**src/hw/rtl/dip_pkg.sv**
```systemverilog
package dip_pkg;

  // internal sample width, the top of the sample width range
  localparam int SAMPLE_W  = 32;
  localparam int CORD_W    = SAMPLE_W + 27;
  localparam int ZW        = 34;
  localparam int MAG_W     = 48;
  localparam int PHASE_W   = 18;
  localparam int CFG_IDX_W = 2;
  localparam int CFG_W     = 32;
  localparam int Q_DEPTH   = 2;
  localparam int PRESCALE  = 24;

  // register indexes
  localparam logic [CFG_IDX_W-1:0] REG_RTIA_MAG   = 2'd0;
  localparam logic [CFG_IDX_W-1:0] REG_RTIA_PHASE = 2'd1;

  localparam logic [MAG_W-1:0] MAG_FULL = {MAG_W{1'b1}};

  typedef logic signed [SAMPLE_W-1:0] sample_t;
  typedef logic signed [CORD_W-1:0]   cord_t;
  typedef logic signed [ZW-1:0]       phase_z_t;

  typedef struct packed {
    sample_t ir;
    sample_t ii;
    sample_t vr;
    sample_t vi;
    logic    batch_end;
    logic    i_zero;
    logic    v_zero;
  } item_t;

  localparam phase_z_t HALF_PI_Q30 = 34'sd1686629713;

  // atan(2^-i) in 2^-30 rad
  function automatic phase_z_t atan_q30(input logic [4:0] idx);
    phase_z_t a;
    unique case (idx)
      5'd0:  a = 34'sd843314857;
      5'd1:  a = 34'sd497837829;
      5'd2:  a = 34'sd263043837;
      5'd3:  a = 34'sd133525159;
      5'd4:  a = 34'sd67021687;
      5'd5:  a = 34'sd33543516;
      5'd6:  a = 34'sd16775851;
      5'd7:  a = 34'sd8388437;
      5'd8:  a = 34'sd4194283;
      5'd9:  a = 34'sd2097149;
      5'd10: a = 34'sd1048576;
      5'd11: a = 34'sd524288;
      5'd12: a = 34'sd262144;
      5'd13: a = 34'sd131072;
      5'd14: a = 34'sd65536;
      5'd15: a = 34'sd32768;
      5'd16: a = 34'sd16384;
      5'd17: a = 34'sd8192;
      5'd18: a = 34'sd4096;
      5'd19: a = 34'sd2048;
      5'd20: a = 34'sd1024;
      5'd21: a = 34'sd512;
      5'd22: a = 34'sd256;
      5'd23: a = 34'sd128;
      default: a = '0;
    endcase
    return a;
  endfunction

  function automatic logic [SAMPLE_W-1:0] abs_sample(input sample_t s);
    logic [SAMPLE_W-1:0] r;
    r = s[SAMPLE_W-1] ? SAMPLE_W'(-s) : SAMPLE_W'(s);
    return r;
  endfunction

endpackage

```
**src/hw/rtl/dip_front.sv**
```systemverilog
module dip_front #(
  parameter int SAMPLE_BITS = 18
) (
  input  logic [31:0]    current_real_word,
  input  logic [31:0]    current_imag_word,
  input  logic [31:0]    voltage_real_word,
  input  logic [31:0]    voltage_imag_word,
  input  logic           batch_end,
  output dip_pkg::item_t item
);

  logic signed [SAMPLE_BITS-1:0] s_ir, s_ii, s_vr, s_vi;

  assign s_ir = current_real_word[SAMPLE_BITS-1:0];
  assign s_ii = current_imag_word[SAMPLE_BITS-1:0];
  assign s_vr = voltage_real_word[SAMPLE_BITS-1:0];
  assign s_vi = voltage_imag_word[SAMPLE_BITS-1:0];

  // sign extend and flag zero vectors
  always_comb begin
    item.ir        = dip_pkg::sample_t'(s_ir);
    item.ii        = dip_pkg::sample_t'(s_ii);
    item.vr        = dip_pkg::sample_t'(s_vr);
    item.vi        = dip_pkg::sample_t'(s_vi);
    item.batch_end = batch_end;
    item.i_zero    = (s_ir == '0) && (s_ii == '0);
    item.v_zero    = (s_vr == '0) && (s_vi == '0);
  end

endmodule

```
**config.mk**
```make
export PLATFORM = sky130hd
export DESIGN_NAME = dip_front
export DESIGN_NICKNAME = d
export VERILOG_FILES = /design/src/hw/rtl/dip_pkg.sv /design/src/hw/rtl/dip_front.sv
export SDC_FILE = /design/constraint.sdc
export NUM_CORES = 1
export LEC_CHECK = 0
export BUFFER_PORTS_ARGS = -buffer_cell sky130_fd_sc_hd__buf_2
export CORE_AREA = 3 3 99 101
export DETAILED_ROUTE_END_ITERATION = 16
export DIE_AREA = 0 0 102 104
export GPL_ROUTABILITY_DRIVEN = 0
export SLEW_MARGIN = 20
export SYNTH_ARGS = -nofsm -noshare
export SYNTH_HDL_FRONTEND = slang
export SYNTH_SLANG_ARGS = --single-unit
```
**constraint.sdc**
```tcl
create_clock -name vclk -period 0.9
set_input_delay 0.18 -clock vclk [all_inputs]
set_output_delay 0.18 -clock vclk [all_outputs]
set_load 0.03 [all_outputs]
```
==> qor.csv, run 1 <==
stage,metric,value,unit
detailed_routing,met3 WL,323,um
floorplan,Die Y,104,um
power,pwr dens,770,nW/um^2
detailed_routing,First-pass DRT Iterations,4,
floorplan,die area,10600,um^2
floorplan,core area,9110,um^2
yosys,mean area per synthesized cell,7.38,um^2
yosys,sequential area share after synthesis,0,%
detailed_routing,Residual DRC,0,
detailed_routing,met1 WL,1350,um
grt,first-pass GRT wire length,5260,um
place,Placed Area,1480,um^2
cts,cts hold-fix bufs,0,
timing,"Worst Setup Slack, final",-0.352,ns
detailed_routing,Vias,1136,
final_layout,post-route cell area,1710,um^2
worst_setup_path,Critical path origin,voltage_imag_word[4],
timing,minimum clock period,1.25,ns
floorplan,Initial Utilization,12.6,%
grt,vias in the first global route,1025,
worst_setup_path,critical path peak fanout,2,
grt,total gr overflow,0,
worst_setup_path,critical path class,primary input to output pin,
place,Buffers on Ports,202,
detailed_routing,First DRT Iteration DRCs,19,
min_path,hold_sp,batch_end,
yosys,"Distinct cells, synth",7,
worst_setup_path,"slowest stage cell, crit path",nor4_1,
detailed_routing,met2 routed WL,2120,um
final_layout,# clk buffers,0,
grt,initial antenna violation count,1,
yosys,most numerous cell in the Yosys netlist,buf_4,
timing,Slew @ Worst Pin,0.252,ns
worst_setup_path,WP data required,0.72,ns
power,Max VDD drop,191,uV
timing,pins over their slew limit,0,
timing,RSZ-0062 raised after global routing,yes,
timing,fin crit share,139,%
detailed_routing,Post-Route WL,3800,um
grt,largest net degree at the start of global routing,16,
timing,Hold Fails Final Rpt,0,
worst_setup_path,CP startpoint kind,primary input,
floorplan,Ports,260,
timing,final setup TNS,-0.703,ns
run_status,outcome,"finished, violations left",
worst_setup_path,crit-path max cell delay,0.28,ns
worst_setup_path,worst path bufs/invs,2,
grt,all-layer global routing usage,5.86,%
yosys,Syn. warnings,0,
worst_setup_path,cells along the critical path,buf_2 -> nor4_1 -> nand3_1 -> nor3_4 -> buf_6,
timing,Slew headroom,83.1,%
power,static leakage,0.951,nW
final_layout,seq_cells,0,
place,Post-DP HPWL,3410,um
detailed_routing,Max Used Layer,met5,
detailed_routing,WL/cell,11.0,um
final_layout,multi-input logic area,399,um^2
place,Inst Count DP,346,
final_layout,area added between synthesis and finish,49.3,%
yosys,Mapped Nets,284,
floorplan,number of cell rows,35,
worst_setup_path,Worst Setup End Kind,output pin,
run_status,failing checks,setup timing,
final_layout,fillers,1033,
run,Max-Cap Viols,0,
final_layout,post-route core utilization,18.8,%
final_layout,share of layout cells above drive strength 1,97.9,%
timing,fmax,799,MHz
final_layout,area occupied by registers,0,um^2
final_layout,Ant. Diodes,0,
timing,worst hold margin,0.360,ns
yosys,Post-synth top cells,"buf_4 (129), nor4_1 (16)",
final_layout,"Cell Count, Final, Fillers Out",347,
yosys,top cell type's share of synthesized area,84.7,%
detailed_routing,Vias/cell,3.27,
worst_setup_path,worst endpoint data arrival time,1.07,ns
yosys,Mapped Cells,155,
detailed_routing,Routed Antenna Nets,0,
yosys,Post-Synthesis Cell Area,1140,um^2
timing,# setup viols final,2,
floorplan,DIE WIDTH,102,um
min_path,worst min-delay path class,primary input to output pin,
place,Setup WS pre-CTS,-0.481,ns
worst_setup_path,Crit path max-delay family,simple AND/OR/NAND/NOR gates,
yosys,Synth area leader,buf_4,
yosys,"top cells by area, synth","buf_4 (85%), nor4_1 (8.8%), nor4_2 (2.2%)",
final_layout,Final Net Count,367,
power,Final Total Pwr,1.32,mW
==> layer usage <==
metal	global-route usage [%]	vias to the layer above
li1	-	549
met1	7.21	517
met2	11.4	66
met3	0.604	2
met4	0	2
met5	0	-
==> cells in the final DEF, fill, tap and decap left out <==
master,Yosys,final
nand2_4,0,1
buf_2,0,185
nor4_1,16,1
nand4_1,2,2
nand3_1,2,1
nand2_1,2,1
nand3_2,0,1
nor4_2,2,5
buf_4,129,10
nor3_4,0,2
buf_6,0,11
buf_8,0,2
nor4_4,0,12
clkbuf_4,0,2
==> where the power goes <==
group          internal [mW]  switching (mW)  leakage (nW)  total, mW
clock                      0               0             0          0
sequential                 0               0             0          0
combinational          0.403           0.912         0.951       1.32
total                  0.403           0.912         0.951       1.32
==> area by class of cell <==
type	count	area share, %
multi-input cells	26	23.4
repair buffers	210	68.5
well taps	111	8.13
==> path summary, 6_finish.rpt <==
path / endpoint / cells past startpoint
setup / recovery: item[0] / 5
hold / removal: item[2] / 0
==> what timing repair did <==
item / CTS / global route
pin swaps: 16 / 3
buffers inserted: 1 / 0
setup endpoints to repair: 2 / 15
gates resized for setup: 36 / 9
hold endpoints to repair: 0 / 0
==> kinds of logic after synthesis <==
| logic type | Yosys count | synth area share [%] |
|---|---|---|
| buffers and inverters | 129 | 84.7 |
| AND/OR/NAND/NOR | 26 | 15.3 |
No activity file was read; power rests on OpenSTA's default activity.
==> run 2: changes to the inputs <==
--- a/config.mk
+++ b/config.mk
@@ -10,6 +10,7 @@
 export DETAILED_ROUTE_END_ITERATION = 16
 export DIE_AREA = 0 0 102 104
 export GPL_ROUTABILITY_DRIVEN = 0
+export PLACE_DENSITY = 0.55
 export SLEW_MARGIN = 20
 export SYNTH_ARGS = -nofsm -noshare
 export SYNTH_HDL_FRONTEND = slang
==> qor.csv, run 2 (same netlist as run 1, synthesis figures left out) <==
stage,metric,value,unit
detailed_routing,Residual DRC,0,
run_status,outcome,"finished, violations left",
floorplan,Die Y,104,um
final_layout,area added between synthesis and finish,40.4,%
power,pwr dens,787,nW/um^2
final_layout,"most common cell after layout, fill and taps aside",buf_2,
final_layout,multi-input logic area,357,um^2
worst_setup_path,CP startpoint kind,primary input,
power,static leakage,0.922,nW
grt,GRT met1 Usage,7.09,%
timing,Hold Fails Final Rpt,0,
min_path,WHS Endpoint,item[2],
final_layout,post-route core utilization,17.6,%
place,Setup WS pre-CTS,-0.551,ns
worst_setup_path,worst endpoint data arrival time,1.12,ns
detailed_routing,WL/cell,10.8,um
final_layout,Final Net Count,365,
power,Max VDD drop,199,uV
final_layout,share of layout cells above drive strength 1,96.2,%
floorplan,die area,10600,um^2
final_layout,area occupied by registers,0,um^2
grt,gr busiest metal,met2,
timing,# setup viols final,2,
run_status,failing checks,setup timing,
grt,grt met3 use,1.01,%
timing,final setup TNS,-0.747,ns
detailed_routing,Vias/cell,3.18,
grt,initial antenna violation count,0,
grt,largest net degree at the start of global routing,17,
detailed_routing,Post-Route WL,3710,um
worst_setup_path,WP data required,0.72,ns
worst_setup_path,Worst Setup End Kind,output pin,
final_layout,# clk buffers,0,
final_layout,fillers,1043,
timing,Slew @ Worst Pin,0.326,ns
worst_setup_path,critical path class,primary input to output pin,
floorplan,DIE WIDTH,102,um
grt,vias in the first global route,966,
detailed_routing,First DRT Iteration DRCs,22,
timing,Slew headroom,78.1,%
detailed_routing,Routed Antenna Nets,0,
floorplan,Initial Utilization,12.6,%
min_path,hold_sp,batch_end,
final_layout,most frequent cells in the layout,"buf_2 (194), nor4_4 (10), buf_6 (7)",
timing,fmax,772,MHz
run,Max-Cap Viols,0,
grt,met2 Use GR,10.3,%
floorplan,core area,9110,um^2
grt,total gr overflow,0,
timing,"Worst Setup Slack, final",-0.395,ns
cts,post-CTS setup buffers,0,
grt,all-layer global routing usage,5.58,%
floorplan,Ports,260,
timing,pins over their slew limit,0,
detailed_routing,First-pass DRT Iterations,4,
timing,fin crit share,144,%
worst_setup_path,critical path peak fanout,2,
detailed_routing,Vias,1096,
power,Final Total Pwr,1.26,mW
timing,minimum clock period,1.30,ns
final_layout,Ant. Diodes,0,
floorplan,number of cell rows,35,
min_path,Hold Path Depth,0,
place,Post-DP HPWL,3500,um
final_layout,seq_cells,0,
min_path,worst min-delay path class,primary input to output pin,
place,Buffers on Ports,202,
timing,RSZ-0062 raised after global routing,yes,
grt,first-pass GRT wire length,5030,um
cts,cts hold-fix bufs,0,
[run 2: changes by cell type in the layout (fill, tap and decap cells not counted), moves of 2 or more]
cell	change
nor4_4	-2
nor4_1	+4
buf_2	+9
buf_4	-4
buf_6	-4
nor4_2	-2
clkbuf_4	-2
[run 2: how the worst max path moves through the flow]
| stage | startpoint | endpoint | depth (start not counted) | slack, ns |
|---|---|---|---|---|
| global route | voltage_real_word[2] | item[0] | 5 | -0.46 |
| detailed placement | current_real_word[11] | item[1] | 6 | -0.55 |
| CTS | voltage_real_word[4] | item[0] | 5 | -0.44 |
| floorplan | voltage_real_word[3] | item[0] | 3 | -0.21 |
| finish | voltage_real_word[2] | item[0] | 5 | -0.40 |
| global placement | voltage_real_word[3] | item[0] | 5 | -0.51 |
[run 2: cell type report]
cell class	count	area share, %
repair buffers	208	69.1
well taps	111	8.65
multi-input cells	26	22.2
[run 2: through the flow]
stage	cell area, um^2	hold WS, ns	std cells
after global routing	1610	0.360	345
final	1610	0.360	345
after CTS	1560	0.360	345
after detailed placement	1470	0.360	345
after floorplan	1250	0.492	155
after global placement	1470	0.360	345
[run 2: repair_timing]
item                                    in CTS  in global routing
resized for setup                           17                 11
endpoints found under the setup margin       2                  2
pin swaps                                    8                  7
[run 2: where the power goes]
part | switching [mW] | leakage [nW] | total [mW] | internal, mW
clock network | 0 | 0 | 0 | 0
registers | 0 | 0 | 0 | 0
logic | 0.892 | 0.922 | 1.26 | 0.372
[run 2: per-layer routing]
metal / wire (um) / vias to the layer above
li1: - / 540
met1: 1380 / 493
met2: 1980 / 63
met3: 349 / 0
met4: 0 / 0
met5: 0 / -
[run 2: worst max-delay path, stage by stage]
cell	delay [ns]
buf_6	0.10
nor4_4	0.32
nand4_1	0.21
nor3_4	0.16
buf_6	0.15
