==> config.mk <==
export PLATFORM = sky130hd
export DESIGN_NAME = dip_queue
export DESIGN_NICKNAME = d
export VERILOG_FILES = /design/src/hw/rtl/dip_pkg.sv /design/src/hw/rtl/dip_queue.sv
export SDC_FILE = /design/constraint.sdc
export NUM_CORES = 1
export LEC_CHECK = 0
export ABC_AREA = 0
export BUFFER_PORTS_ARGS = -buffer_cell sky130_fd_sc_hd__buf_4
export CAP_MARGIN = 20
export CORE_MARGIN = 8
export CORE_UTILIZATION = 24
export CTS_CLUSTER_SIZE = 40
export DETAILED_ROUTE_END_ITERATION = 8
export GPL_TIMING_DRIVEN = 0
export MAX_ROUTING_LAYER = met4
export PLACE_DENSITY_LB_ADDON = 0.12
export SYNTH_ARGS = -nofsm -noshare
export SYNTH_HDL_FRONTEND = slang
export SYNTH_SLANG_ARGS = --single-unit
==> constraint.sdc <==
create_clock -name clk -period 11.35 [get_ports clk]
set_input_delay 1.7025 -clock clk [delete_from_list [all_inputs] [get_ports clk]]
set_output_delay 1.7025 -clock clk [all_outputs]
set_load 0.005 [all_outputs]
==> src/hw/rtl/dip_pkg.sv <==
package dip_pkg;

  // internal sample width, the top of the sample width range
  localparam int SAMPLE_W  = 32;
  localparam int CORD_W    = SAMPLE_W + 27;
  localparam int ZW        = 34;
  localparam int MAG_W     = 48;
  localparam int PHASE_W   = 18;
  localparam int CFG_IDX_W = 2;
  localparam int CFG_W     = 32;
  localparam int Q_DEPTH   = 2;
  localparam int PRESCALE  = 24;

  // register indexes
  localparam logic [CFG_IDX_W-1:0] REG_RTIA_MAG   = 2'd0;
  localparam logic [CFG_IDX_W-1:0] REG_RTIA_PHASE = 2'd1;

  localparam logic [MAG_W-1:0] MAG_FULL = {MAG_W{1'b1}};

  typedef logic signed [SAMPLE_W-1:0] sample_t;
  typedef logic signed [CORD_W-1:0]   cord_t;
  typedef logic signed [ZW-1:0]       phase_z_t;

  typedef struct packed {
    sample_t ir;
    sample_t ii;
    sample_t vr;
    sample_t vi;
    logic    batch_end;
    logic    i_zero;
    logic    v_zero;
  } item_t;

  localparam phase_z_t HALF_PI_Q30 = 34'sd1686629713;

  // atan(2^-i) in 2^-30 rad
  function automatic phase_z_t atan_q30(input logic [4:0] idx);
    phase_z_t a;
    unique case (idx)
      5'd0:  a = 34'sd843314857;
      5'd1:  a = 34'sd497837829;
      5'd2:  a = 34'sd263043837;
      5'd3:  a = 34'sd133525159;
      5'd4:  a = 34'sd67021687;
      5'd5:  a = 34'sd33543516;
      5'd6:  a = 34'sd16775851;
      5'd7:  a = 34'sd8388437;
      5'd8:  a = 34'sd4194283;
      5'd9:  a = 34'sd2097149;
      5'd10: a = 34'sd1048576;
      5'd11: a = 34'sd524288;
      5'd12: a = 34'sd262144;
      5'd13: a = 34'sd131072;
      5'd14: a = 34'sd65536;
      5'd15: a = 34'sd32768;
      5'd16: a = 34'sd16384;
      5'd17: a = 34'sd8192;
      5'd18: a = 34'sd4096;
      5'd19: a = 34'sd2048;
      5'd20: a = 34'sd1024;
      5'd21: a = 34'sd512;
      5'd22: a = 34'sd256;
      5'd23: a = 34'sd128;
      default: a = '0;
    endcase
    return a;
  endfunction

  function automatic logic [SAMPLE_W-1:0] abs_sample(input sample_t s);
    logic [SAMPLE_W-1:0] r;
    r = s[SAMPLE_W-1] ? SAMPLE_W'(-s) : SAMPLE_W'(s);
    return r;
  endfunction

endpackage

==> src/hw/rtl/dip_queue.sv <==
module dip_queue (
  input  logic                 clk,
  input  logic                 rst_n,
  input  logic                 push_valid,
  output logic                 push_ready,
  input  dip_pkg::item_t       push_item,
  output logic                 pop_valid,
  input  logic                 pop,
  output dip_pkg::item_t       pop_item,
  output logic [1:0]           count
);

  dip_pkg::item_t mem_r [dip_pkg::Q_DEPTH];
  logic           wr_ptr_r, rd_ptr_r;
  logic [1:0]     count_r;
  logic           do_push, do_pop;

  assign push_ready = (count_r != 2'(dip_pkg::Q_DEPTH));
  assign pop_valid  = (count_r != 2'd0);
  assign pop_item   = mem_r[rd_ptr_r];
  assign count      = count_r;
  assign do_push    = push_valid && push_ready;
  assign do_pop     = pop && pop_valid;

  always_ff @(posedge clk) begin
    if (!rst_n) begin
      wr_ptr_r <= 1'b0;
      rd_ptr_r <= 1'b0;
      count_r  <= 2'd0;
    end else begin
      if (do_push) wr_ptr_r <= ~wr_ptr_r;
      if (do_pop)  rd_ptr_r <= ~rd_ptr_r;
      count_r <= count_r + 2'(do_push) - 2'(do_pop);
    end
  end

  always_ff @(posedge clk) begin
    if (do_push) mem_r[wr_ptr_r] <= push_item;
  end

endmodule

==> results of run 1 <==
## cells in the mapped netlist (all sizes together)
master and count:
edfxtp 262, mux2 131, buf 15, dfxtp 5, xnor2 3, and2 2
ha 2, nand2 2, nand2b 2, nor2b 2, and3 1, inv 1
mux2i 1, nor2 1, o21a 1, or2 1
## logic make-up (layout without fill, tap and decap cells)
group           count (synthesis)  in the layout  share of synthesized area (%)
compound gates                  1              1                        0.07464
fa+ha+maj                       2              2                         0.2487
other cells                     0              2                              0
buf+inv                        16            345                          1.505
flops                         267            267                          79.18
simple gates                   11             11                         0.6093
mux                           132            132                          18.12
xor+xnor                        3              3                         0.2612
## routing by layer
metal	routed length, um	track usage [%]	vias to the layer above
met2	11660	16.17	183
met3	2791	5.030	40
met1	8961	10.18	2473
met4	538	2.512	0
li1	-	-	2334
met5	0	-	-
## report_power, final
group          internal, W  leakage [nW]  switching (W)
sequential         0.00124          2.49      0.0000331
clock             0.000540         0.463       0.000375
combinational     0.000462          2.30       0.000341
## flip-flops by register name, indices dropped and copies added (netlist names), named ones only
register / flops
count: 2
mem_r: 262
wr_ptr_r: 1
rd_ptr_r: 1
## area by class of cell
class	count	area share (%)
multi-input combinational	149	14.12
buffer	15	1.066
antenna	2	0.03615
sequential	267	57.55
clock inverter	17	0.9489
inverter	1	0.02711
tap	539	4.871
clock buffer	37	5.765
timing repair buffer	275	15.62
## stage by stage
step	area (um2)	setup TNS, ps	hold slack, ps	power, W
floorplan	10060	0	454.9	0.001725
global placement	12760	-18280	471.3	0.002127
detailed placement	12910	0	520.9	0.002124
CTS	13840	0	530.6	0.003062
global route	13850	0	561.4	0.003143
finish	13850	0	526.2	0.002988
## path summary, 6_finish.rpt
check | start | endpoint | slack [ps] | cells past startpoint
worst min-delay path | wr_ptr_r$_SDFFE_PN0N_ | wr_ptr_r$_SDFFE_PN0N_ | 530 | 2
worst max register to register | count[0]$_SDFF_PN0_ | mem_r[0][73]$_DFFE_PP_ | 9020 | 5
worst max-delay path | flip-flop | pop_item[113] | 7770 | 5
worst min register to register | wr_ptr_r$_SDFFE_PN0N_ | wr_ptr_r$_SDFFE_PN0N_ | 530 | 2
## worst min-delay path, stage by stage (launching register included)
cell	delay, ps
dfxtp_1	350
nand2_1	70
mux2i_1	60
## placed cells by master (no fill, tap or decap), types with 2 or more instances in the layout
cell type	count
ha_1	2
mux2_4	90
buf_16	3
bufinv_16	2
nand2_1	2
clkinv_2	8
dfxtp_1	5
and2_1	2
clkbuf_1	6
clkinv_1	6
mux2_2	41
buf_2	4
diode_2	2
nor2b_1	2
buf_6	10
xnor2_1	3
clkbuf_16	31
buf_4	269
buf_12	3
edfxtp_1	262
nand2b_1	2
==> run_results.csv, run 1 <==
group,metric,value,unit
status,status,"complete, no violations",
global_route,grt_usage,9.749,%
drt,ant_nets,0,
cells_and_area,postLayoutCoreUtil,33.23,%
drt,routed_via_density,3.863,
worst_setup_path,arrival,1870,ps
place,post-place-ws,7783,ps
sta,maxSlewViolCount,0,
sta,finalSetupViolCount,0,
place,hpwl,17340,um
yosys,synth_warnings,0,
yosys,synth_seq_cells,267,
flow_run,maxCapViolCount,0,
clocking,max-clock-path-buffers,3,
sta,rsz0062_at_grt,"false",
drt,vias,5030,
worst_setup_path,cp_cell_sequence,"buf_6 > buf_8 > buf_6 > mux2_4 > buf_4",
sta,finClkSkew,10.02,ps
floorplan,die_h,220.8,um
clocking,cts_made_buffers,30,
floorplan,initial_core_util,24.15,%
worst_setup_path,critPathTopFamily,"buffers and inverters",
sta,clock.fmax,279.6,MHz
global_route,grt_overflow,0,
clocking,cts_tree,"built",
cells_and_area,fill_cells,4060,
floorplan,row_count,75,
cells_and_area,multi_input_area,1956,um2
sta,worstMarginPinSlew,872.0,ps
cells_and_area,drive_gt1_share,61.24,%
worst_setup_path,start_kind,"flip-flop",
floorplan,core,41670,um2
floorplan,dieArea,48730,um2
cells_and_area,register_area,7968,um2
clocking,ctsHoldBuffers,0,
worst_setup_path,cp_common_cell,"buf_6",
global_route,grt_max_degree,48,
cells_and_area,syn2layout_area_growth,37.60,%
yosys,syn_inst,432,
drt,drt_wl_total,23960,um
worst_setup_path,criticalPathCategory,"reg -> out",
worst_setup_path,endpoint_kind,"output pin",
sta,hold_viol,0,
yosys,synth_area_leader_cell,"edfxtp_1",
cells_and_area,layout.nets,876,
clocking,cts_resized,0,
yosys,synth_area_leaders,"edfxtp_1 78%, mux2_4 13%, mux2_2 4.6%, buf_6 1.1%, dfxtp_1 0.99%",
clocking,cts_max_level,1,
clocking,clk_latency,550,ps
place,routabilityCongestion,0.6775,
global_route,antenna_found_initial,2,
power,p_leak,5.254,nW
yosys,yosys.area.top_type_share,78.19,%
drt,drc,0,
worst_setup_path,critPathMaxFanout,10,
worst_setup_path,slowest_stage,"dfxtp_1",
sta,post-route-period-util,31.51,%
min_path,hp-class,"reg -> reg",
clocking,clock-root-buffer,"clkbuf_16",
power,powerDensity,215.8,nW/um2
place,place_inst,1246,
worst_setup_path,cp_slowest_stage_delay,320,ps
yosys,synth_area,10060,um2
sta,setup_ws,7773,ps
yosys,synth.distinct_cells,19,
floorplan,die_w,220.8,um
place,io_buffers,269,
yosys,avgSynthCellArea,23.29,um2
sta,fin_crit,3577,ps
drt,first_iter_violations,194,
sta,slew_headroom,41.73,%
yosys,synth-seq-area-share,79.18,%
yosys,syn-num-nets,569,
global_route,grt_pass1_vias,5795,
worst_setup_path,critical_path_required,9650,ps
global_route,grt_pass1_wl,34690,um
power,ir_drop,0.0001272,V
drt,dr.pass1.iters,4,
cells_and_area,instances_no_fill,1302,
floorplan,boundaryPins,270,
clocking,numClockSinks,267,
worst_setup_path,critPathBufInv,4,
clocking,cts_setup_buffers,0,
drt,post_drt_wl_per_cell,18.40,um
clocking,clkSlewWorstSetupHoldPaths,60,ps
Power figures use the tool's default switching activity.
==> inputs of run 2 (changes only) <==
--- a/config.mk
+++ b/config.mk
@@ -5,7 +5,7 @@
 export SDC_FILE = /design/constraint.sdc
 export NUM_CORES = 1
 export LEC_CHECK = 0
-export ABC_AREA = 0
+export ABC_AREA = 1
 export BUFFER_PORTS_ARGS = -buffer_cell sky130_fd_sc_hd__buf_4
 export CAP_MARGIN = 20
 export CORE_MARGIN = 8
==> constraint.sdc (replaced) <==
create_clock -name clk -period 3.23 [get_ports clk]
set_input_delay 0.4845 -clock clk [delete_from_list [all_inputs] [get_ports clk]]
set_output_delay 0.4845 -clock clk [all_outputs]
set_load 0.005 [all_outputs]
==> run 2 against run 1 <==
Net effect: combinational power rose to 3.4 times the previous value; highest routed layer unchanged; synthesized cell count increased by 2.8%; critical path type is now reg -> reg; sequential power rose to 3.5 times the previous value; largest power group unchanged; critical endpoint is now mem_r[1][59]$_DFFE_PP_; clock power rose to 3.6 times the previous value; sequential share of layout area down 0.16 points.
==> run_results.csv, run 2 <==
group,metric,value,unit
yosys,synthSimpleGateAreaFrac,0.7829,%
status,status,"complete, no violations",
worst_setup_path,critPathTopFamily,"buffers and inverters",
min_path,min-delay-start,"push_item[26]",
sta,post-route-period-util,76.66,%
power,p_total,0.01054,W
global_route,grt_max_degree,40,
clocking,cts_setup_buffers,0,
worst_setup_path,critPathCapture,"mem_r[1][59]$_DFFE_PP_",
worst_setup_path,cp_cell_sequence,"nand2_1 > nand3_1 > clkinvlp_4 > buf_12 > buf_12",
worst_setup_path,cp_common_cell,"buf_12",
clocking,clkSlewWorstSetupHoldPaths,60,ps
cells_and_area,syn2layout_area_growth,37.90,%
yosys,yosys.area.top_type_share,78.14,%
clocking,cts_resized,0,
floorplan,row_count,75,
sta,hold_viol,0,
clocking,cts_tree,"built",
drt,drc,0,
drt,dr.pass1.iters,4,
drt,drt_wl_total,24170,um
clocking,numClockSinks,267,
cells_and_area,layout.nets,890,
floorplan,dieArea,48760,um2
min_path,hp-class,"in -> reg",
yosys,synthXorXnorAreaFrac,0,%
power,power_frac_seq,42.7,%
yosys,synth_area,10070,um2
cells_and_area,drive_gt1_share,60.36,%
floorplan,die_h,220.8,um
global_route,grt_overflow,0,
yosys,synth_seq_cells,267,
sta,worstMarginPinSlew,923.9,ps
yosys,synth_area_leader_cell,"edfxtp_1",
global_route,grt_usage,9.841,%
yosys,synth_commonest_cells,"262 x edfxtp_1, 90 x mux2_4, 41 x mux2_2, 10 x buf_6, 9 x nand2_1",
yosys,syn_inst,444,
sta,finClkSkew,23.69,ps
cells_and_area,regMostFlops,"mem_r",
yosys,yosysMostFrequentCell,"edfxtp_1",
worst_setup_path,rr_startpoint,"count[1]$_SDFF_PN0_",
flow_run,maxCapViolCount,0,
worst_setup_path,cp_slowest_stage_delay,750,ps
worst_setup_path,rr_endpoint,"mem_r[1][59]$_DFFE_PP_",
sta,fin_crit,2476,ps
drt,post_drt_wl_per_cell,18.37,um
yosys,synth-seq-area-share,79.14,%
worst_setup_path,r2r_cells,5,
sta,rsz0062_at_grt,"false",
cells_and_area,instances_no_fill,1316,
cells_and_area,mostFrequentLayoutCells,"269 x buf_4, 262 x edfxtp_1, 90 x mux2_4",
yosys,syn-num-nets,581,
worst_setup_path,start_kind,"flip-flop",
floorplan,initial_core_util,24.17,%
sta,finalSetupViolCount,0,
floorplan,die_w,220.8,um
drt,routed_via_density,3.913,
place,place_inst,1259,
worst_setup_path,critPathMaxFanout,36,
clocking,max-clock-path-buffers,3,
yosys,synth_compound_area_share,0.09942,%
power,switchingPower,0.002646,W
cells_and_area,postLayoutCoreUtil,33.32,%
drt,first_iter_violations,229,
global_route,antenna_found_initial,0,
worst_setup_path,r2r_slack,750,ps
yosys,synth.distinct_cells,13,
cells_and_area,largest_register_ffs,262,
floorplan,core,41670,um2
power,powerDensity,759.4,nW/um2
power,p_int,0.007898,W
worst_setup_path,crit_path_start,"count[1]$_SDFF_PN0_",
yosys,synth_edf_count,262,
yosys,muxShareOfSynthArea,18.01,%
worst_setup_path,criticalPathCategory,"reg -> reg",
worst_setup_path,critical_path_required,3520,ps
worst_setup_path,cp.depth,5,
cells_and_area,num_antenna_cells,0,
clocking,clock-root-buffer,"clkbuf_16",
power,ir_drop,0.0004508,V
drt,vias,5149,
yosys,synth_fa_ha_area_share,0.2485,%
drt,ant_nets,0,
place,hpwl,17210,um
power,p_leak,5.286,nW
yosys,ys.flop_type,"edfxtp_1",
clocking,ctsHoldBuffers,0,
cells_and_area,fill_cells,4084,
sta,slew_headroom,38.28,%
sta,clock.fmax,403.9,MHz
worst_setup_path,endpoint_kind,"flip-flop",
yosys,ys_async_sr_fraction,0,%
yosys,synth_warnings,0,
power,p_comb_share,26.1,%
worst_setup_path,arrival,2770,ps
floorplan,boundaryPins,270,
global_route,grt_pass1_vias,5815,
global_route,grt_pass1_wl,36110,um
place,routabilityCongestion,0.7025,
yosys,avgSynthCellArea,22.68,um2
worst_setup_path,critPathBufInv,3,
cells_and_area,final_common_cell,"buf_4",
sta,maxSlewViolCount,0,
clocking,clk_latency,560,ps
yosys,synth_area_leaders,"edfxtp_1 78%, mux2_4 13%, mux2_2 4.6%, buf_6 1.1%, dfxtp_1 0.99%",
clocking,cts_made_buffers,31,
power,p_sw_share,25.10,%
worst_setup_path,slowest_stage,"clkinvlp_4",
place,io_buffers,269,
yosys,synth_top_family_by_area,"multiplexers",
power,power_frac_clock,31.2,%
clocking,cts_max_level,1,
==> run 2: how the worst min path moves through the flow <==
stage / end / cells past startpoint / slack, ps
final: mem_r[0][26]$_DFFE_PP_ / 1 / 100
after global routing: mem_r[0][32]$_DFFE_PP_ / 1 / 60
after CTS: mem_r[0][32]$_DFFE_PP_ / 1 / 50
after detailed placement: flip-flop / 2 / 520
after global placement: rd_ptr_r$_SDFFE_PN0P_ / 2 / 490
after floorplan: flip-flop / 2 / 470
==> run 2: cell families (layout without fill, tap and decap cells) <==
group | Yosys count | in the layout
buffers and inverters | 22 | 355
adder cells (fa/ha/maj) | 2 | 2
AO/OA/AOI/OAI | 2 | 2
multiplexers | 131 | 131
flip-flops | 267 | 267
AND/OR/NAND/NOR | 20 | 20
==> run 2: power by group through the flow <==
stage               logic, W  clock network (W)  registers [W]
floorplan            0.00141                  0        0.00457
CTS                  0.00285            0.00344        0.00451
global placement     0.00273                  0        0.00461
detailed placement   0.00284                  0        0.00458
finish               0.00275            0.00329        0.00450
global route         0.00298            0.00357        0.00454
==> run 2: worst register-to-register path: cells and delay by family (launching register included) <==
kind                   cells  cell delay [ps]
buffers and inverters      3             1450
DFF                        1              430
and+or+nand+nor            2              310
==> run 2: area by class of cell <==
cell class | instances | area, um2 | share of cell area (%)
Clock buffer | 46 | 882.1 | 6.353
Clock inverter | 11 | 88.84 | 0.6398
Buffer | 15 | 147.6 | 1.063
Tap cell | 539 | 674.4 | 4.857
Sequential cell | 267 | 7968 | 57.38
Timing Repair Buffer | 276 | 2160 | 15.55
Inverter | 7 | 30.03 | 0.2163
Multi-Input combinational cell | 155 | 1934 | 13.93
==> run 2: routing by layer <==
metal	global-route usage (%)	share of wire, %
met1	10.92	41
met5	-	0
met2	16.48	49
met4	3.272	2.5
met3	3.399	7.4
==> run 2: stage by stage <==
stage	setup slack [ps]	hold slack [ps]	setup TNS [ps]	cell area, um2
after floorplan	211.4	467.5	0	10080
after global placement	-1218	494.5	-297310	12770
after detailed placement	688.0	515.2	0	12910
after CTS	672.6	48.06	0	13880
after global routing	546.9	57.27	0	13880
final	753.8	100.9	0	13880
